**src/topoff_pkg.sv**
```systemverilog
// Types, register indexes and helpers for the top-off pump alarm controller.
package topoff_pkg;

  localparam int CFG_INDEX_W = 3;
  localparam int CFG_DATA_W  = 16;

  localparam logic [CFG_INDEX_W-1:0] REG_ALARM_MINUTES      = 3'd0;
  localparam logic [CFG_INDEX_W-1:0] REG_MAX_ON_SECONDS     = 3'd1;
  localparam logic [CFG_INDEX_W-1:0] REG_DEBOUNCE_SECONDS   = 3'd2;
  localparam logic [CFG_INDEX_W-1:0] REG_PUMP_ALARM_MINUTES = 3'd3;
  localparam logic [CFG_INDEX_W-1:0] REG_LOW_INVERT         = 3'd4;
  localparam logic [CFG_INDEX_W-1:0] REG_HIGH_INVERT        = 3'd5;

  localparam int IN_TDATA_W  = 40;
  localparam int OUT_TDATA_W = 8;

  typedef struct packed {
    logic        high_invert;
    logic        low_invert;
    logic [15:0] pump_alarm_minutes;
    logic [15:0] debounce_seconds;
    logic [15:0] max_on_seconds;
    logic [15:0] alarm_minutes;
  } cfg_t;

  typedef struct packed {
    logic        force_on;
    logic        enabled;
    logic        high_switch_level;
    logic        low_switch_level;
    logic [31:0] epoch_seconds;
  } item_t;

  typedef struct packed {
    logic pump_alarm;
    logic high_alarm;
    logic low_alarm;
    logic pump_on;
  } result_t;

  // Minutes to seconds as (m * 64) - (m * 4).
  function automatic logic [21:0] minutes_to_seconds(input logic [15:0] minutes);
    minutes_to_seconds = {minutes, 6'b0} - {4'b0, minutes, 2'b0};
  endfunction

endpackage

```
**src/top_off_pump_alarm_controller_top.sv**
```systemverilog
// Top level of the top-off pump alarm controller.
//
//   Channel  Direction  Contents
//   s_*      in         one tick: epoch seconds, float levels, enable, force-on
//   m_*      out        one result beat per tick: pump and alarm flags
//   cfg_*    in         register writes, no read-back
//
// A tick is taken into an input register at its accept edge, evaluated
// combinationally and written to the output register when the output can
// advance. One beat can be accepted every cycle while the output is not stalled;
// the limit is the single evaluation stage.
// Reset is synchronous and returns the flags and configuration registers to their
// defaults; the timestamps are loaded before they are used.
// A stalled output holds its beat while the input register still takes one more.
module top_off_pump_alarm_controller_top
  import topoff_pkg::*;
(
  input  logic                   clk,
  input  logic                   rst,
  input  logic                   s_tvalid,
  output logic                   s_tready,
  // epoch_seconds[31:0], low_switch_level[32], high_switch_level[33],
  // enabled[34], force_on[35], zero fill[39:36]
  input  logic [IN_TDATA_W-1:0]  s_tdata,
  output logic                   m_tvalid,
  input  logic                   m_tready,
  // pump_on[0], low_alarm[1], high_alarm[2], pump_alarm[3], zero fill[7:4]
  output logic [OUT_TDATA_W-1:0] m_tdata,
  input  logic                   cfg_wr_en,
  input  logic [CFG_INDEX_W-1:0] cfg_index,
  input  logic [CFG_DATA_W-1:0]  cfg_wdata
);

  cfg_t    cfg;
  item_t   in_item;
  logic    in_valid;
  result_t out_result;
  logic    out_valid;
  result_t result;
  logic    advance;
  logic    step;

  assign advance  = !out_valid || m_tready;
  assign step     = in_valid && advance;
  assign s_tready = !rst && (!in_valid || advance);
  assign m_tvalid = out_valid;
  assign m_tdata  = {4'b0, out_result};

  always_ff @(posedge clk) begin
    if (rst) begin
      cfg.alarm_minutes      <= 16'd60;
      cfg.max_on_seconds     <= 16'd30;
      cfg.debounce_seconds   <= 16'd3;
      cfg.pump_alarm_minutes <= 16'd60;
      cfg.low_invert         <= 1'b0;
      cfg.high_invert        <= 1'b1;
    end else if (cfg_wr_en) begin
      case (cfg_index)
        REG_ALARM_MINUTES:      cfg.alarm_minutes      <= cfg_wdata;
        REG_MAX_ON_SECONDS:     cfg.max_on_seconds     <= cfg_wdata;
        REG_DEBOUNCE_SECONDS:   cfg.debounce_seconds   <= cfg_wdata;
        REG_PUMP_ALARM_MINUTES: cfg.pump_alarm_minutes <= cfg_wdata;
        REG_LOW_INVERT:         cfg.low_invert         <= cfg_wdata[0];
        REG_HIGH_INVERT:        cfg.high_invert        <= cfg_wdata[0];
        default: ;
      endcase
    end
  end

  always_ff @(posedge clk) begin
    if (rst) begin
      in_valid  <= 1'b0;
      out_valid <= 1'b0;
    end else begin
      if (s_tvalid && s_tready) begin
        in_valid <= 1'b1;
      end else if (step) begin
        in_valid <= 1'b0;
      end
      if (advance) begin
        out_valid <= in_valid;
      end
    end
  end

  always_ff @(posedge clk) begin
    if (s_tvalid && s_tready) begin
      in_item <= item_t'(s_tdata[35:0]);
    end
    if (step) begin
      out_result <= result;
    end
  end

  topoff_core u_core (
    .clk    (clk),
    .rst    (rst),
    .step   (step),
    .item   (in_item),
    .cfg    (cfg),
    .result (result)
  );

endmodule

```
**src/topoff_core.sv**
```systemverilog
// Controller state and the per-tick evaluation of alarms and pump drive.
module topoff_core
  import topoff_pkg::*;
(
  input  logic    clk,
  input  logic    rst,
  input  logic    step,
  input  item_t   item,
  input  cfg_t    cfg,
  output result_t result
);

  logic        low_valid;
  logic [31:0] low_since;
  logic        pump_alarm_flag;
  logic [31:0] pump_alarm_since;
  logic        pump_running;
  logic [31:0] pump_started_at;

  logic        low_valid_next;
  logic [31:0] low_since_next;
  logic        pump_alarm_flag_next;
  logic [31:0] pump_alarm_since_next;
  logic        pump_running_next;
  logic [31:0] pump_started_at_next;

  logic [32:0] t_wide;
  logic [32:0] pump_alarm_limit;
  logic [32:0] debounce_limit;
  logic [32:0] low_alarm_limit;
  logic [32:0] run_limit;
  logic        alarm_kept;
  logic        lo_flag;
  logic        hi_flag;
  logic        water_lo;
  logic        low_alarm;
  logic        run_over;

  always_comb begin
    t_wide = {1'b0, item.epoch_seconds};

    pump_alarm_limit = {1'b0, pump_alarm_since}
                     + {11'b0, minutes_to_seconds(cfg.pump_alarm_minutes)};
    alarm_kept = pump_alarm_flag && !(t_wide > pump_alarm_limit);

    lo_flag = (!item.low_switch_level) ^ cfg.low_invert;
    low_valid_next = lo_flag;
    low_since_next = (lo_flag && !low_valid) ? item.epoch_seconds : low_since;

    debounce_limit  = {1'b0, low_since_next} + {17'b0, cfg.debounce_seconds};
    low_alarm_limit = {1'b0, low_since_next}
                    + {11'b0, minutes_to_seconds(cfg.alarm_minutes)};
    water_lo  = lo_flag && !(t_wide < debounce_limit);
    low_alarm = water_lo && (t_wide > low_alarm_limit);

    hi_flag = (!item.high_switch_level) ^ cfg.high_invert;

    run_limit = {1'b0, pump_started_at} + {17'b0, cfg.max_on_seconds};
    run_over  = pump_running && (t_wide > run_limit);
    pump_alarm_flag_next  = alarm_kept || run_over;
    pump_alarm_since_next = (pump_alarm_flag_next && !alarm_kept) ?
                            item.epoch_seconds : pump_alarm_since;

    pump_running_next = !hi_flag &&
                        (item.force_on ||
                         (water_lo && !pump_alarm_flag_next && item.enabled));
    pump_started_at_next = (pump_running_next && !pump_running) ?
                           item.epoch_seconds : pump_started_at;

    result.pump_on    = pump_running_next;
    result.low_alarm  = low_alarm;
    result.high_alarm = hi_flag;
    result.pump_alarm = pump_alarm_flag_next;
  end

  always_ff @(posedge clk) begin
    if (rst) begin
      low_valid       <= 1'b0;
      pump_alarm_flag <= 1'b0;
      pump_running    <= 1'b0;
    end else if (step) begin
      low_valid       <= low_valid_next;
      pump_alarm_flag <= pump_alarm_flag_next;
      pump_running    <= pump_running_next;
    end
  end

  // Timestamps are only read while their flag is set, so they need no reset.
  always_ff @(posedge clk) begin
    if (step) begin
      low_since        <= low_since_next;
      pump_alarm_since <= pump_alarm_since_next;
      pump_started_at  <= pump_started_at_next;
    end
  end

endmodule

```
**config.mk**
```make
export PLATFORM = sky130hd
export DESIGN_NAME = top_off_pump_alarm_controller_top
export DESIGN_NICKNAME = d
export VERILOG_FILES = /design/src/topoff_pkg.sv /design/src/top_off_pump_alarm_controller_top.sv /design/src/topoff_core.sv
export SDC_FILE = /design/constraint.sdc
export NUM_CORES = 1
export LEC_CHECK = 0
export BUFFER_PORTS_ARGS = -buffer_cell sky130_fd_sc_hd__clkbuf_2
export CORE_MARGIN = 2
export CORE_UTILIZATION = 40
export DETAILED_ROUTE_END_ITERATION = 8
export SLEW_MARGIN = 20
export SYNTH_ARGS = -nofsm -noshare
export SYNTH_HDL_FRONTEND = slang
export SYNTH_SLANG_ARGS = --single-unit
```
**constraint.sdc**
```tcl
create_clock -name clk -period 21.7 [get_ports clk]
set_input_delay 4.34 -clock clk [delete_from_list [all_inputs] [get_ports clk]]
set_output_delay 4.34 -clock clk [all_outputs]
set_load 0.005 [all_outputs]
```
## Word level (Yosys, flattened, before mapping)

Index checks and enable logic that the tools add are counted.

- Word-level logic and storage cells: 82
- Memories kept: 0
- Bits in latches: 0
- Bits in writable memories: 0
- Bits in read-only memories: 0
- Bits of input ports: 64
- Output and inout bits: 10
- Flip-flop bits (word level): 207

- Eq/ne operators: 5
- Reductions and logical operators: 39
- Multipliers: 0
- Shifts and indexed selects: 0
- Muxes and demuxes: 3
- Add/sub/neg operators: 6
- Bitwise gates (word level): 2
- Magnitude comparators: 4
- Div/mod/pow operators: 0

Operator list:

| operator | number |
|---|---|
| $gt A32 B33 Y1 | 3 |
| $add A32 B16 Y33 | 2 |
| $add A32 B22 Y33 | 2 |
| $sub A22 B18 Y22 | 2 |
| $lt A32 B33 Y1 | 1 |
| $mux W32 | 1 |
| $reduce_and A2 Y1 | 8 |
| $logic_and A1 B1 Y1 | 13 |
| $logic_not A1 Y1 | 12 |
| $eq A3 B2 Y1 const B | 2 |
| $eq A3 B3 Y1 const B | 2 |
| $logic_or A1 B1 Y1 | 4 |
| $eq A3 B1 Y1 const B | 1 |
| $logic_not A3 Y1 | 1 |
| $mux W1 | 2 |
| $reduce_bool A2 Y1 | 1 |
| $xor A1 B1 Y1 | 2 |

## Longest topological paths before layout

- Word-level depth: 14
- Depth in mapped cells: 30
- Depth with buffers taken out: 30

## By module

Synthesis repeated with hierarchy kept, for this count alone.

- Cells, all modules: 1629
- Area total of the unflattened synthesis: 15897.7 um^2

Modules (own cells, without submodules):

| module | times used | cells an instance | sequential area each (um^2) | area an instance (um^2) |
|---|---|---|---|---|
| topoff_core | 1 | 1328 | 2942.8 | 11907.7 |
| top_off_pump_alarm_controller_top | 1 | 301 | 2562.5 | 3990.1 |

## Worst setup path after synthesis

Ideal clock, no wire load.

- Path kind: input to output
- From: in rst
- To: out s_tready
- Arrival time: 4.665 ns
- Required time: 17.360 ns
- Buffers on the path: 1
- Path slack: 12.695 ns
- Cell stages on the path: 2
- Cells stage by stage: clkbuf_1 > a21oi_1

- Cells in the longest elaborated chain, start to end: 2

RTL lines:

| item | RTL line | text |
|---|---|---|
| start: declaration | top_off_pump_alarm_controller_top.sv:19 | `input logic rst,` |
| $logic_not A1 Y1 | top_off_pump_alarm_controller_top.sv:45 | `assign s_tready = !rst && (!in_valid \|\| advance);` |
| $logic_and A1 B1 Y1 | top_off_pump_alarm_controller_top.sv:45 |  |
| end: declaration | top_off_pump_alarm_controller_top.sv:21 | `output logic s_tready,` |

Every way passes these cells.

## Worst setup path after layout

Same ends and word-level chain as after synthesis.

==> results.tsv <==
metric	value	unit
rsz_0062_raised_after_global_routing	false	
dieArea	0.0405	mm²
nets	2014	
pre_cts_ws	11.97	ns
report.power.total	1.20	mW
clock_skew	0.0442	ns
first_global_vias	12102	
post_cts.resized_instances	0	
tritoncts_clock_tree	done	
fin_setup_tns	0	ns
clock_latency_at_the_later_pin_of_the_worst_skew_pair	0.57	ns
global_route.usage.total	19.7	%
synth_sequential_area_ratio	35.4	%
top_level_ports	74	
area_growth	11.9	%
async_flop_share	0	%
outcome	complete, no violations	
tightest_slew	0.875	ns
std_cell_rows	72	
reg2reg_depth	24	
die_h	201	µm
routed_wl	40900	µm
cts-root-to-sink-buffers	3	
power.density	68.8	mW/mm²
grt_max_degree	49	
detail_route.iter0.violations	705	
dieWidth	201	µm
postSynthAreaPerCell	9.49	µm²
headroom_to_the_max_slew_limit	41.7	%
synthCells	1639	
clk_pin_slew_worst_paths	0.06	ns
final.period_utilization	45.2	%
route.antenna.remaining_nets	0	
timing.hold.ws	0.460	ns
clock_tree.htree_level_count	1	
worst-endpoint-required	17.36	ns
terminus_of_the_critical_flop_to_flop_path	u_core.pump_started_at[13]$_DFFE_PP_	
count_of_input_and_output_buffers	65	
synth_area	0.0156	mm²
final-max-slew-violation-count	0	
post-cts-setup-buffers	0	
crit_path_end_kind	primary output	
yosys.cell_types.count	80	
cts_sinks	207	
min-delay-start	cfg[27]$_SDFFE_PP0P_	
final-hold-violation-count	0	
critPathLaunchType	input pin	
avgRoutedWirePerCell	18.1	µm
finish.cell_count_without_fillers	2255	
drt_first_pass_iters	6	
maxCapViolCount	0	
post-dp-hpwl	31700	µm
critical_path.max_fanout	25	
layout-drive-gt1-share	9.50	%
grt_pass1_wl	63400	µm
grt_antenna_before_repair	1	
mean_number_of_vias_per_cell	5.49	
fmax	0.102	GHz
cts-buffers-inserted	26	
nFillCells	3711	
grt_remaining_overflow	0	
synth-warning-count	0	
core_area	0.0386	mm²
root_buffer	clkbuf_16	
regToRegSetupSlack	14.45	ns
synth-edff-count	136	
remaining_drc_errors	0	
cts_hold_buffers	0	
power.leakage	7.14	nW
whs_path_depth	2	
detailroute.via_count	12370	
cp.arrival	5.47	ns
ir_worst_vdd	0.0543	mV
worst_setup_path_class	in -> out	
placed_cells_incl_taps	2208	
layout_min_cycle_time	9.81	ns
initial_utilization	40.3	%
postLayoutSetupSlackWorst	11.89	ns
worst_hold_path_type	reg -> reg	
gpl_congestion	0.878	
flops_latches_synth	207	
seqCellArea	0.00551	mm²
report.final.setup_viol	0	
min_delay_worst_endpoint	cfg[27]$_SDFFE_PP0P_	
r2r_start	cfg[64]$_SDFFE_PP0P_	
synth-main-ff-cell	edfxtp_1	
insertedDiodeCount	0	
multi_input_area	0.00966	mm²
[worst max-delay path, cell delays in order]
cell and delay (ns):
clkbuf_2 0.08, buf_4 0.22, a21oi_1 0.58, clkbuf_2 0.23
[state kept, by name, indices dropped and copies added, names as in the netlist]
register / flops
cfg: 66
in_item: 36
in_valid: 1
m_tdata: 4
m_tvalid: 1
u_core.low_since: 32
u_core.low_valid: 1
u_core.pump_alarm_flag: 1
u_core.pump_alarm_since: 32
u_core.pump_running: 1
u_core.pump_started_at: 32
[logic make-up after synthesis]
group / Yosys count / share of synthesized area (%)
and+or+nand+nor: 500 / 15.4
AOI/OAI and AO/OA: 413 / 17.0
adders and majority gates: 232 / 18.9
DFF: 207 / 35.4
xor gates and xnor gates: 145 / 8.16
buffers and inverters: 106 / 2.69
muxes: 35 / 2.42
other: 1 / 0.0241
[cell type report]
class,instances,share of cell area (%)
tap,518,3.72
clock inverter,15,1.25
clock buffer,32,3.87
sequential,207,31.6
multi-input combinational,1329,55.5
inverter,77,1.66
timing repair buffer,77,2.39
[routing by layer]
metal  vias to the layer above  wire (µm)  GRT usage [%]
li1                       6174          -              -
met1                      5890      18000           24.3
met2                       231      19800           34.9
met3                        73       1730           2.72
met4                         2       1340           7.62
met5                         -          7              0
[power breakdown]
group	leakage [nW]	internal, mW	switching, mW
sequential	1.83	0.433	0.0138
combinational	4.88	0.126	0.167
clock	0.430	0.280	0.178
total	7.14	0.840	0.359
[worst max path at each step]
stage / startpoint / end
3_3_place_gp: rst / s_tready
2_1_floorplan: rst / s_tready
6_report: rst / s_tready
3_5_place_dp: rst / s_tready
4_1_cts: rst / s_tready
5_1_grt: rst / s_tready
[through the flow]
| stage | area [µm²] | util, % |
|---|---|---|
| after floorplan | 15600 | - |
| after global routing | 17400 | 45.2 |
| after CTS | 17400 | 45.2 |
| after global placement | 16500 | 42.9 |
| after detailed placement | 16500 | 42.9 |
| final | 17400 | 45.2 |
[synthesized netlist by cell type, types with 8 or more instances]
library cell | number | area, µm²
ha_1 | 228 | 2850
nand2_1 | 212 | 796
a21oi_1 | 170 | 851
edfxtp_1 | 136 | 4080
nor2_1 | 79 | 297
inv_1 | 77 | 289
xnor2_1 | 75 | 657
dfxtp_1 | 71 | 1420
xor2_1 | 70 | 613
o21ai_0 | 64 | 320
a21o_1 | 46 | 345
nand3_1 | 37 | 185
nand4_1 | 33 | 206
nand2b_1 | 24 | 150
nor2b_1 | 24 | 150
nor3_1 | 22 | 110
mux2_2 | 21 | 236
clkbuf_1 | 19 | 71.3
o21a_1 | 17 | 128
a211oi_1 | 16 | 120
mux2i_1 | 14 | 140
and3_1 | 13 | 81.3
nand3b_1 | 13 | 97.6
and4_1 | 11 | 96.3
a31oi_1 | 10 | 62.6
o21ai_1 | 10 | 50.1
o21bai_1 | 9 | 67.6
o31ai_1 | 8 | 60.1
[placed cells by master, fill, tap and decap left out, drive strengths merged, types with 33 or more instances in the layout]
master  instances
nand4          33
clkbuf         97
dfxtp          71
a21o           46
ha            228
xor2           70
inv            78
nor2           80
nand2         212
a21oi         172
o21ai          74
nand3          37
edfxtp        136
xnor2          75
Power figures use the tool's default switching activity.
